==> src/rtl/kline_pkg.sv <==
`timescale 1ns / 1ps

package kline_pkg;

   localparam int OP_WIDTH            = 2;
   localparam int ADDR_WIDTH          = 8;
   localparam int DUR_WIDTH           = 16;
   localparam int CSR_INDEX_WIDTH     = 3;
   localparam int CSR_DATA_WIDTH      = 16;
   localparam int COUNTER_WIDTH_DEFAULT = 16;

   typedef logic [OP_WIDTH-1:0] op_type;

   localparam op_type OP_TICK = 2'd0;
   localparam op_type OP_FAST = 2'd1;
   localparam op_type OP_FIVE = 2'd2;

   typedef logic [CSR_INDEX_WIDTH-1:0] csr_index_type;

   localparam csr_index_type CSR_BIT_TICKS   = 3'd0;
   localparam csr_index_type CSR_WAKE_LOW    = 3'd1;
   localparam csr_index_type CSR_WAKE_HIGH   = 3'd2;
   localparam csr_index_type CSR_FUNCTIONAL  = 3'd3;

   localparam logic [DUR_WIDTH-1:0] BIT_TICKS_RESET = 16'd200;
   localparam logic [DUR_WIDTH-1:0] WAKE_RESET      = 16'd25;

   typedef struct packed {
      logic [DUR_WIDTH-1:0] bit_ticks;
      logic [DUR_WIDTH-1:0] wake_low_ticks;
      logic [DUR_WIDTH-1:0] wake_high_ticks;
      logic                 functional_mode;
   } cfg_type;

   // physical addressing: force odd parity through bit 7 when bits 0..6 are even
   function automatic logic [ADDR_WIDTH-1:0] add_parity(input logic [ADDR_WIDTH-1:0] addr,
                                                        input logic functional);
      logic [ADDR_WIDTH-1:0] res;
      res = addr;
      if (!functional && !(^addr[ADDR_WIDTH-2:0])) begin
         res[ADDR_WIDTH-1] = 1'b1;
      end
      return res;
   endfunction

endpackage

==> src/rtl/kline_cfg_regs.sv <==
`timescale 1ns / 1ps

module kline_cfg_regs (
   input  logic                                   clock,
   input  logic                                   reset,
   input  logic                                   csr_valid,
   output logic                                   csr_ready,
   input  logic [kline_pkg::CSR_INDEX_WIDTH-1:0]  csr_index,
   input  logic [kline_pkg::CSR_DATA_WIDTH-1:0]   csr_wdata,
   output kline_pkg::cfg_type                     cfg
);
   import kline_pkg::*;

   cfg_type cfg_ff;
   cfg_type cfg_in;

   assign csr_ready = 1'b1;
   assign cfg       = cfg_ff;

   always_comb begin
      cfg_in = cfg_ff;
      if (csr_valid) begin
         unique case (csr_index)
            CSR_BIT_TICKS:  cfg_in.bit_ticks       = csr_wdata[DUR_WIDTH-1:0];
            CSR_WAKE_LOW:   cfg_in.wake_low_ticks  = csr_wdata[DUR_WIDTH-1:0];
            CSR_WAKE_HIGH:  cfg_in.wake_high_ticks = csr_wdata[DUR_WIDTH-1:0];
            CSR_FUNCTIONAL: cfg_in.functional_mode = csr_wdata[0];
            default:        cfg_in = cfg_ff;
         endcase
      end
   end

   always_ff @(posedge clock) begin
      if (reset) begin
         cfg_ff.bit_ticks       <= BIT_TICKS_RESET;
         cfg_ff.wake_low_ticks  <= WAKE_RESET;
         cfg_ff.wake_high_ticks <= WAKE_RESET;
         cfg_ff.functional_mode <= 1'b0;
      end else begin
         cfg_ff <= cfg_in;
      end
   end

endmodule

==> src/rtl/kline_seq.sv <==
`timescale 1ns / 1ps

module kline_seq #(
   parameter int COUNTER_WIDTH = kline_pkg::COUNTER_WIDTH_DEFAULT
) (
   input  logic                              clock,
   input  logic                              reset,
   input  logic                              fire,
   input  kline_pkg::op_type                 op,
   input  logic [kline_pkg::ADDR_WIDTH-1:0]  addr,
   input  kline_pkg::cfg_type                cfg,
   output logic                              line_high,
   output logic                              busy,
   output logic                              done
);
   import kline_pkg::*;

   localparam int CMP_WIDTH = ((COUNTER_WIDTH > DUR_WIDTH) ? COUNTER_WIDTH : DUR_WIDTH) + 1;

   localparam logic [2:0] PH_IDLE      = 3'd0;
   localparam logic [2:0] PH_FAST_LOW  = 3'd1;
   localparam logic [2:0] PH_FAST_HIGH = 3'd2;
   localparam logic [2:0] PH_FB_START  = 3'd3;
   localparam logic [2:0] PH_FB_DATA   = 3'd4;
   localparam logic [2:0] PH_FB_STOP   = 3'd5;

   logic [2:0]               phase_ff, phase_in;
   logic [3:0]               bit_index_ff, bit_index_in;
   logic [ADDR_WIDTH-1:0]    shift_ff, shift_in;
   logic [COUNTER_WIDTH-1:0] tick_ff, tick_in;
   logic                     level_ff, level_in;

   logic                     idle;
   logic [DUR_WIDTH-1:0]     dur;
   logic [CMP_WIDTH-1:0]     tick_plus;
   logic                     ends;
   logic [COUNTER_WIDTH-1:0] tick_adv;
   logic [3:0]               bit_next;
   logic                     done_c;

   assign idle = (phase_ff == PH_IDLE);

   always_comb begin
      case (phase_ff)
         PH_FAST_LOW:  dur = cfg.wake_low_ticks;
         PH_FAST_HIGH: dur = cfg.wake_high_ticks;
         default:      dur = cfg.bit_ticks;
      endcase
   end

   assign tick_plus = CMP_WIDTH'(tick_ff) + CMP_WIDTH'(1);
   assign ends      = (tick_ff == {COUNTER_WIDTH{1'b1}}) || (tick_plus >= CMP_WIDTH'(dur));
   assign tick_adv  = ends ? '0 : tick_plus[COUNTER_WIDTH-1:0];
   assign bit_next  = bit_index_ff + 4'd1;

   always_comb begin
      phase_in     = phase_ff;
      bit_index_in = bit_index_ff;
      shift_in     = shift_ff;
      tick_in      = tick_ff;
      level_in     = level_ff;
      done_c       = 1'b0;
      unique case (op)
         OP_TICK: begin
            if (!idle) begin
               unique case (phase_ff)
                  PH_FAST_LOW: begin
                     tick_in = tick_adv;
                     if (ends) begin
                        phase_in = PH_FAST_HIGH;
                        level_in = 1'b1;
                     end
                  end
                  PH_FAST_HIGH: begin
                     tick_in = tick_adv;
                     if (ends) begin
                        phase_in = PH_IDLE;
                        level_in = 1'b1;
                        done_c   = 1'b1;
                     end
                  end
                  PH_FB_START: begin
                     tick_in = tick_adv;
                     if (ends) begin
                        phase_in     = PH_FB_DATA;
                        bit_index_in = 4'd0;
                        level_in     = shift_ff[0];
                     end
                  end
                  PH_FB_DATA: begin
                     tick_in = tick_adv;
                     if (ends) begin
                        bit_index_in = bit_next;
                        if (bit_next >= 4'd8) begin
                           phase_in = PH_FB_STOP;
                           level_in = 1'b1;
                        end else begin
                           level_in = shift_ff[bit_next[2:0]];
                        end
                     end
                  end
                  PH_FB_STOP: begin
                     tick_in = tick_adv;
                     if (ends) begin
                        phase_in     = PH_IDLE;
                        bit_index_in = 4'd0;
                        level_in     = 1'b1;
                        done_c       = 1'b1;
                     end
                  end
                  default: phase_in = PH_IDLE;
               endcase
            end
         end
         OP_FAST: begin
            if (idle) begin
               phase_in = PH_FAST_LOW;
               tick_in  = '0;
               level_in = 1'b0;
            end
         end
         OP_FIVE: begin
            if (idle) begin
               shift_in     = add_parity(addr, cfg.functional_mode);
               phase_in     = PH_FB_START;
               bit_index_in = 4'd0;
               tick_in      = '0;
               level_in     = 1'b0;
            end
         end
         default: phase_in = phase_ff;
      endcase
   end

   assign line_high = level_in;
   assign busy      = (phase_in != PH_IDLE);
   assign done      = done_c;

   always_ff @(posedge clock) begin
      if (reset) begin
         phase_ff     <= PH_IDLE;
         bit_index_ff <= 4'd0;
         shift_ff     <= '0;
         tick_ff      <= '0;
         level_ff     <= 1'b1;
      end else if (fire) begin
         phase_ff     <= phase_in;
         bit_index_ff <= bit_index_in;
         shift_ff     <= shift_in;
         tick_ff      <= tick_in;
         level_ff     <= level_in;
      end
   end

   a_done_not_busy: assert property (@(posedge clock) disable iff (reset)
      (fire && done_c) |-> !busy)
      else $error("sequence end reported while still busy");

   a_idle_line_high: assert property (@(posedge clock) disable iff (reset)
      (phase_ff == PH_IDLE) |-> level_ff)
      else $error("line low while idle");

   a_bit_index_range: assert property (@(posedge clock) disable iff (reset)
      bit_index_ff <= 4'd8)
      else $error("bit index past stop bit");

   a_start_ignored_busy: assert property (@(posedge clock) disable iff (reset)
      (fire && (op == OP_FAST || op == OP_FIVE) && phase_ff != PH_IDLE) |=> $stable(phase_ff))
      else $error("start accepted while busy");

endmodule

==> src/rtl/kline_init_line_driver_unit.sv <==
`timescale 1ns / 1ps

// K-line initialization line driver.
// Request channel (req_valid / req_stall): req_operation selects a time tick,
// a fast-init start, or a five-baud address start with req_address.
// Response channel (rsp_valid / rsp_stall): one transaction per request with
// the line level, the busy flag and the end-of-sequence flag after that item.
// CSR channel (csr_valid / csr_ready): register writes, always ready; write
// only while no request is in flight.
// A request passes the input register, then the sequencer update lands in
// the response register. One request per cycle is sustained unless rsp_stall
// holds it; the limit is the single sequencer state update per cycle.
// Reset is synchronous and returns the line high, idle, with default timing.
// A stalled response holds its register; the input register still takes one
// more request, after which req_stall is raised until the response drains.
module kline_init_line_driver_unit #(
   parameter int COUNTER_WIDTH = kline_pkg::COUNTER_WIDTH_DEFAULT
) (
   input  logic                                   clock,
   input  logic                                   reset,
   input  logic                                   req_valid,
   output logic                                   req_stall,
   input  logic [kline_pkg::OP_WIDTH-1:0]         req_operation,
   input  logic [kline_pkg::ADDR_WIDTH-1:0]       req_address,
   output logic                                   rsp_valid,
   input  logic                                   rsp_stall,
   output logic                                   rsp_line_high,
   output logic                                   rsp_busy_res,
   output logic                                   rsp_done_res,
   input  logic                                   csr_valid,
   output logic                                   csr_ready,
   input  logic [kline_pkg::CSR_INDEX_WIDTH-1:0]  csr_index,
   input  logic [kline_pkg::CSR_DATA_WIDTH-1:0]   csr_wdata
);
   import kline_pkg::*;

   cfg_type               cfg;
   logic                  in_valid_ff, in_valid_in;
   op_type                in_op_ff;
   logic [ADDR_WIDTH-1:0] in_addr_ff;
   logic                  out_valid_ff, out_valid_in;
   logic                  line_ff, busy_ff, done_ff;
   logic                  out_free;
   logic                  fire;
   logic                  take;
   logic                  seq_line, seq_busy, seq_done;

   assign out_free    = !out_valid_ff || !rsp_stall;
   assign fire        = in_valid_ff && out_free;
   assign req_stall   = in_valid_ff && !out_free;
   assign take        = req_valid && !req_stall;
   assign in_valid_in = take || (in_valid_ff && !fire);
   assign out_valid_in = fire || (out_valid_ff && rsp_stall);

   kline_cfg_regs u_cfg (
      .clock     (clock),
      .reset     (reset),
      .csr_valid (csr_valid),
      .csr_ready (csr_ready),
      .csr_index (csr_index),
      .csr_wdata (csr_wdata),
      .cfg       (cfg)
   );

   kline_seq #(
      .COUNTER_WIDTH (COUNTER_WIDTH)
   ) u_seq (
      .clock     (clock),
      .reset     (reset),
      .fire      (fire),
      .op        (in_op_ff),
      .addr      (in_addr_ff),
      .cfg       (cfg),
      .line_high (seq_line),
      .busy      (seq_busy),
      .done      (seq_done)
   );

   always_ff @(posedge clock) begin
      if (reset) begin
         in_valid_ff  <= 1'b0;
         out_valid_ff <= 1'b0;
      end else begin
         in_valid_ff  <= in_valid_in;
         out_valid_ff <= out_valid_in;
      end
   end

   always_ff @(posedge clock) begin
      if (take) begin
         in_op_ff   <= req_operation;
         in_addr_ff <= req_address;
      end
      if (fire) begin
         line_ff <= seq_line;
         busy_ff <= seq_busy;
         done_ff <= seq_done;
      end
   end

   assign rsp_valid     = out_valid_ff;
   assign rsp_line_high = line_ff;
   assign rsp_busy_res  = busy_ff;
   assign rsp_done_res  = done_ff;

endmodule
==> config.mk <==
export PLATFORM = sky130hd
export DESIGN_NAME = kline_init_line_driver_unit
export DESIGN_NICKNAME = d
export VERILOG_FILES = /design/src/rtl/kline_pkg.sv /design/src/rtl/kline_cfg_regs.sv /design/src/rtl/kline_seq.sv /design/src/rtl/kline_init_line_driver_unit.sv
export SDC_FILE = /design/constraint.sdc
export NUM_CORES = 1
export LEC_CHECK = 0
export BUFFER_PORTS_ARGS = -buffer_cell sky130_fd_sc_hd__buf_2
export CORE_MARGIN = 4
export CORE_UTILIZATION = 55
export DETAILED_ROUTE_END_ITERATION = 6
export GPL_TIMING_DRIVEN = 0
export PLACE_DENSITY_LB_ADDON = 0.12
export SETUP_SLACK_MARGIN = 0.4
export SLEW_MARGIN = 30
export SYNTH_ARGS = -nofsm -noshare
export SYNTH_HDL_FRONTEND = slang
export SYNTH_SLANG_ARGS = --single-unit
export TNS_END_PERCENT = 100
==> constraint.sdc <==
create_clock -name clock -period 5.9 [get_ports clock]
set_input_delay 1.18 -clock clock [delete_from_list [all_inputs] [get_ports clock]]
set_output_delay 1.18 -clock clock [all_outputs]
set_load 0.05 [all_outputs]
* Word-level counts from Yosys, hierarchy flattened
Index checks and enable logic that the tools add are counted.
** Storage, ports and cells
- Bits in registers :: 96
- Input port bits :: 34
- Logic and storage cells :: 112
** Operators by class
- Add/subtract/negate cells :: 2
- Magnitude comparators :: 3
- Equal/unequal tests :: 18
- Muxes and demuxes :: 34
- Bitwise logic cells :: 2
- Reduce and logical (&&, ||, !) cells :: 37
** Operators by type and width (number)
- 16-bit two-way mux :: 4
- 16-bit one-hot mux with 2 select lines :: 2
- 3-bit two-way mux :: 8
- 16-bit by 1-bit adder with 17-bit output, second input constant :: 1
- 17-bit by 16-bit greater-or-equal comparator with 1-bit output :: 1
- 16-bit equality test, second input constant :: 1
- 4-bit two-way mux :: 4
- 4-bit one-hot mux with 2 select lines :: 2
- 3-bit by 2-bit equality test with 1-bit output, second input constant :: 4
- 3-bit one-hot mux with 4 select lines :: 1
- 1-bit two-way mux :: 9
- 3-bit one-hot mux with 3 select lines :: 1
- 2-bit AND reduction :: 4
- 1-bit logical NOT :: 7
- 7-bit AND reduction :: 1
- 7-bit XOR reduction :: 1
- 3-bit by 1-bit equality test with 1-bit output, second input constant :: 2
- 3-bit equality test, second input constant :: 2
- 1-bit logical AND :: 6
- 3-bit logical NOT :: 2
- 3-bit by 2-bit != test with 1-bit output, second input constant :: 2
- 2-bit OR reduction :: 3
- 3-bit OR reduction :: 2
- 5-bit AND reduction :: 1
- other kinds (18) :: 25

* Longest topological paths before layout
- Depth in word-level cells :: 9
- Gate-level depth with buffers :: 17

* Hierarchy
A second synthesis with hierarchy kept.
** Second synthesis, totals
- Cell total of the unflattened synthesis :: 625
- Area total of the unflattened synthesis :: 5511.5 µm²
** By module, submodules not included
- kline_seq :: instances 1, cells an instance 414, area an instance 3027.9 µm²
- kline_cfg_regs :: instances 1, cells an instance 188, area an instance 2006.9 µm²
- kline_init_line_driver_unit :: instances 1, cells an instance 23, area an instance 476.7 µm²

* Worst setup path before layout
No wires, ideal clock.
- Path type :: register to register
- Start :: reg u_seq.phase_ff[1]
- End :: reg u_seq.bit_index_ff[0]
- Arrival time :: 3694 ps
- Data required time :: 5779 ps
- Setup slack :: 2086 ps
- Cell stages (with the launch flop) :: 16
- Path buffers :: 5
- Cell sequence :: dfxtp_1 > clkbuf_1 > clkbuf_1 > clkbuf_1 > buf_1 > o211ai_1 > o221ai_1 > ha_1 > nand3_1 > nor3_2 > a2111oi_4 > nand3_2 > or2_1 > buf_6 > a31oi_2 > mux2_2
** Between the ends
- Word-level cells in the longest chain between the ends :: 6
- Elaborated cells between the ends (all ways) :: 19
** Ends and longest elaborated chain
- from (decl) :: line kline_seq.sv:27 : logic [2:0] phase_ff, phase_in;
- from (signal assigned) :: line kline_seq.sv:147 : phase_ff <= phase_in;
- 3-bit by 2-bit equality test with 1-bit output or 3-bit by 1-bit equality test with 1-bit output (tied branches) :: line kline_seq.sv:44 : case (phase_ff)
- 16-bit one-hot mux with 2 select lines :: line kline_seq.sv:44
- 17-bit by 16-bit greater-or-equal comparator with 1-bit output :: line kline_seq.sv:52 : assign ends = (tick_ff == {COUNTER_WIDTH{1'b1}}) || (tick_plus >= CMP_WIDTH'(dur));
- 1-bit logical OR :: line kline_seq.sv:52
- 3-bit by 2-bit != test with 1-bit output (no line)
- 7-bit AND reduction (no line)
- to (signal assigned) :: line kline_seq.sv:148 : bit_index_ff <= bit_index_in;
- to (decl) :: line kline_seq.sv:28 : logic [3:0] bit_index_ff, bit_index_in;
Several ways; a longest one is shown, not always the timed one. The select of a mux whose other input is x is not followed.
A chain may end at the register's enable or synchronous reset.

* Worst setup path after layout
Ends and elaborated chain as after synthesis.

==> impl_metrics.env <==
export IMPL_finalCritPeriodShare=0.835
export IMPL_drc=0
export IMPL_setup_violations=0
export IMPL_synth_area_um2=5290
export IMPL_cp_num_buf_inv=5
export IMPL_cts_made_buffers=9
export IMPL_clkLatencyLatePin_ps=370
export IMPL_drv_slew=0
export IMPL_critPathSlowestCell="buf_1"
export IMPL_drv_cap=0
export IMPL_clock_sinks=96
export IMPL_yosys_warnings=0
export IMPL_cp_max_fo=10
export IMPL_cp_common_cell="clkbuf_1"
export IMPL_stdcell_count=856
export IMPL_drt_wirelength_per_cell_um=16.6
export IMPL_post_drt_via_cell_ratio=5.87
export IMPL_synth_top_area_frac=0.314
export IMPL_status="finished, final reports clean"
export IMPL_place_ws_ps=1120
export IMPL_cp_top_family="buffers and inverters"
export IMPL_hold_class="flip-flop to flip-flop"
export IMPL_cp_end_kind="flip-flop"
export IMPL_grt_overflow=0
export IMPL_io_pins=40
export IMPL_period_needed_ps=4930
export IMPL_grt_max_degree=19
export IMPL_relSlewSlack=0.381
export IMPL_synth_edff_count=13
export IMPL_ys_flop_type="dfxtp_1"
export IMPL_first_pass_iters=5
export IMPL_cts_resized=0
export IMPL_clockRootBuffer="clkbuf_8"
export IMPL_worstMarginPinSlew_ps=921
export IMPL_placed_cells=840
export IMPL_syn_inst=674
export IMPL_antenna_found_initial=0
export IMPL_drt_initial_drc_count=467
export IMPL_total_power_mw=1.33
export IMPL_finalNetCount=778
export IMPL_ys_types=58
export IMPL_finalWirelength_um=14200
export IMPL_ys_ff_latch=96
export IMPL_worstSetupStartpointType="flip-flop"
export IMPL_grt_pass1_wl_um=23400
export IMPL_rows=35
export IMPL_core_area_um2=9280
export IMPL_async_flop_share=0
export IMPL_p_leak_nw=2.18
export IMPL_clkTransAtPathRegs_ps=100
export IMPL_ir_worst_vdd_mv=0.128
export IMPL_start_util=0.570
export IMPL_seq_area_frac_synth=0.388
export IMPL_grt_pass1_vias=4746
export IMPL_cp_required_ps=6160
export IMPL_vias=5023
export IMPL_antenna_left=0
export IMPL_hold_viol=0
export IMPL_cts_max_level=3
export IMPL_cts_tree="done"
export IMPL_p_per_area_nw_per_um2=228
export IMPL_hold_buffers=0
export IMPL_critPathArrivalTime_ps=5190
export IMPL_syn2layout_area_growth_pct=10.4
export IMPL_fin_ws_ps=974
export IMPL_fmax_mhz=203
export IMPL_drive_gt1_frac=0.0908
export IMPL_port_buffers=37
export IMPL_post_dp_hpwl_um=10300
export IMPL_syn_nets=730
export IMPL_diodes=0
export IMPL_crit_type="flip-flop to flip-flop"
export IMPL_grt_usage=0.258
export IMPL_die_y_um=106
export IMPL_post_cts_setup_buffers=0
export IMPL_final_setup_tns_ps=0
export IMPL_nFillCells=867
export IMPL_die_w_um=106
export IMPL_clockBufferDepth=2
export IMPL_syn_area_per_cell_um2=7.85
export IMPL_die_area_um2=11200
export IMPL_critPathMaxStageDelay_ps=510
export IMPL_rsz0062_at_grt="no"
export IMPL_place_congestion=0.912
export IMPL_yosys_area_top_type="dfxtp_1"
export IMPL_final_setup_skew_ps=13.6
export IMPL_crit_path_cell_trace="clkbuf_1, clkbuf_1, clkbuf_1, buf_1, o211ai_1, o221ai_1, ha_1, nand3_1, nor3_2, a2111oi_4, nand3_2, or2_1, buf_6, a31oi_2, mux2_2"
export IMPL_synthTopCellsByArea="dfxtp_1, nand2_1, edfxtp_1, a21oi_1, ha_1"
## report_power, final
part / total, mW / internal (mW) / switching, mW / leakage, nW
clock: 0.437 / 0.187 / 0.250 / 0.102
sequential: 0.692 / 0.680 / 0.0119 / 0.798
combinational: 0.204 / 0.0700 / 0.134 / 1.28
## stage by stage
step / area [um2] / utilization / hold WS [ps]
2_1_floorplan: 5290 / - / 433
3_3_place_gp: 5630 / 0.607 / 443
3_5_place_dp: 5630 / 0.607 / 449
4_1_cts: 5830 / 0.628 / 461
5_1_grt: 5840 / 0.629 / 482
6_report: 5840 / 0.629 / 462
## cell families (layout without fill, tap and decap cells)
kind of cell    Yosys count  after routing  share of synthesized area
fa+ha+maj                22             22                     0.0521
other cells               1              1                   0.000709
compound gates          156            156                      0.190
xor+xnor                 22             22                     0.0364
buf+inv                  57            110                     0.0426
mux                       9              9                     0.0220
simple gates            311            311                      0.269
flops                    96             96                      0.388
## Yosys cell counts, drive strengths merged (6+ instances only)
cell type and count:
o21ai 15, nor2b 10, clkbuf 37, o211ai 15
edfxtp 13, buf 8, inv 11, a21oi 74
nand3b 11, nand4 6, a21o 7, nand3 14
nor3 15, and3 7, a31oi 6, xor2 9
o221ai 16, ha 22, xnor2 13, nand2 146
mux2i 6, nand2b 8, dfxtp 83, nor2 70
## final cells by class
class                   instances  area (um2)  area share
clock inverters                 5        46.3     0.00793
inverters                      12        45.0     0.00772
repair buffers                 37         185      0.0317
clock buffers                  11         153      0.0262
multi-input cells             521        3010       0.516
flip-flops and latches         96        2050       0.352
well taps                     129         161      0.0277
plain buffers                  45         180      0.0309
## per-layer routing
layer | vias to the layer above | GRT usage | part of all wire
li1 | 2462 | - | -
met1 | 2302 | 0.341 | 0.44
met2 | 226 | 0.443 | 0.47
met3 | 33 | 0.0468 | 0.076
met4 | 0 | 0.0574 | 0.017
met5 | - | 0 | 0
## worst min-delay path, delay by kind of cell, from the launching register on
kind | cells | cell delay (ps)
DFF | 1 | 320
and+or+nand+nor | 1 | 50
AOI/OAI and AO/OA | 1 | 50
## registers in the layout, indices dropped and copies added (netlist names)
| register | flops |
|---|---|
| in_valid_ff | 1 |
| u_seq.level_ff | 1 |
| in_op_ff | 2 |
| in_addr_ff | 8 |
| rsp_done_res | 1 |
| rsp_busy_res | 1 |
| u_seq.shift_ff | 8 |
| rsp_line_high | 1 |
| u_seq.bit_index_ff | 4 |
| u_seq.tick_ff | 16 |
| rsp_valid | 1 |
| u_cfg.cfg | 49 |
| u_seq.phase_ff | 3 |
## final timing paths
kind                                                           end                      startpoint  depth (start not counted)  slack, ps
worst max-delay path            u_seq.bit_index_ff[0]$_SDFFE_PP0P_  u_seq.phase_ff[1]$_SDFFE_PP0P_                         15        970
worst min-delay path                    u_cfg.cfg[16]$_SDFFE_PP0P_      u_cfg.cfg[16]$_SDFFE_PP0P_                          2        460
worst min register to register          u_cfg.cfg[16]$_SDFFE_PP0P_      u_cfg.cfg[16]$_SDFFE_PP0P_                          2        460
worst max register to register  u_seq.bit_index_ff[0]$_SDFFE_PP0P_  u_seq.phase_ff[1]$_SDFFE_PP0P_                         15        970
## layout by cell type (no fill, tap or decap), drive strengths merged, types with 5 or more instances in the layout
cell type | synthesis | final
a31oi | 6 | 6
inv | 11 | 14
a21o | 7 | 7
a211oi | 5 | 5
edfxtp | 13 | 13
nand2b | 8 | 8
and3 | 7 | 7
ha | 22 | 22
clkbuf | 37 | 48
nor2 | 70 | 70
buf | 8 | 45
xor2 | 9 | 9
dfxtp | 83 | 83
nand2 | 146 | 146
nor2b | 10 | 10
nand4 | 6 | 6
nand3b | 11 | 11
o21ai | 15 | 15
a22oi | 5 | 5
nor3 | 15 | 15
mux2i | 6 | 6
nand3 | 14 | 14
o211ai | 15 | 15
o221ai | 16 | 16
a21oi | 74 | 74
xnor2 | 13 | 13
Power figures use the tool's default switching activity.
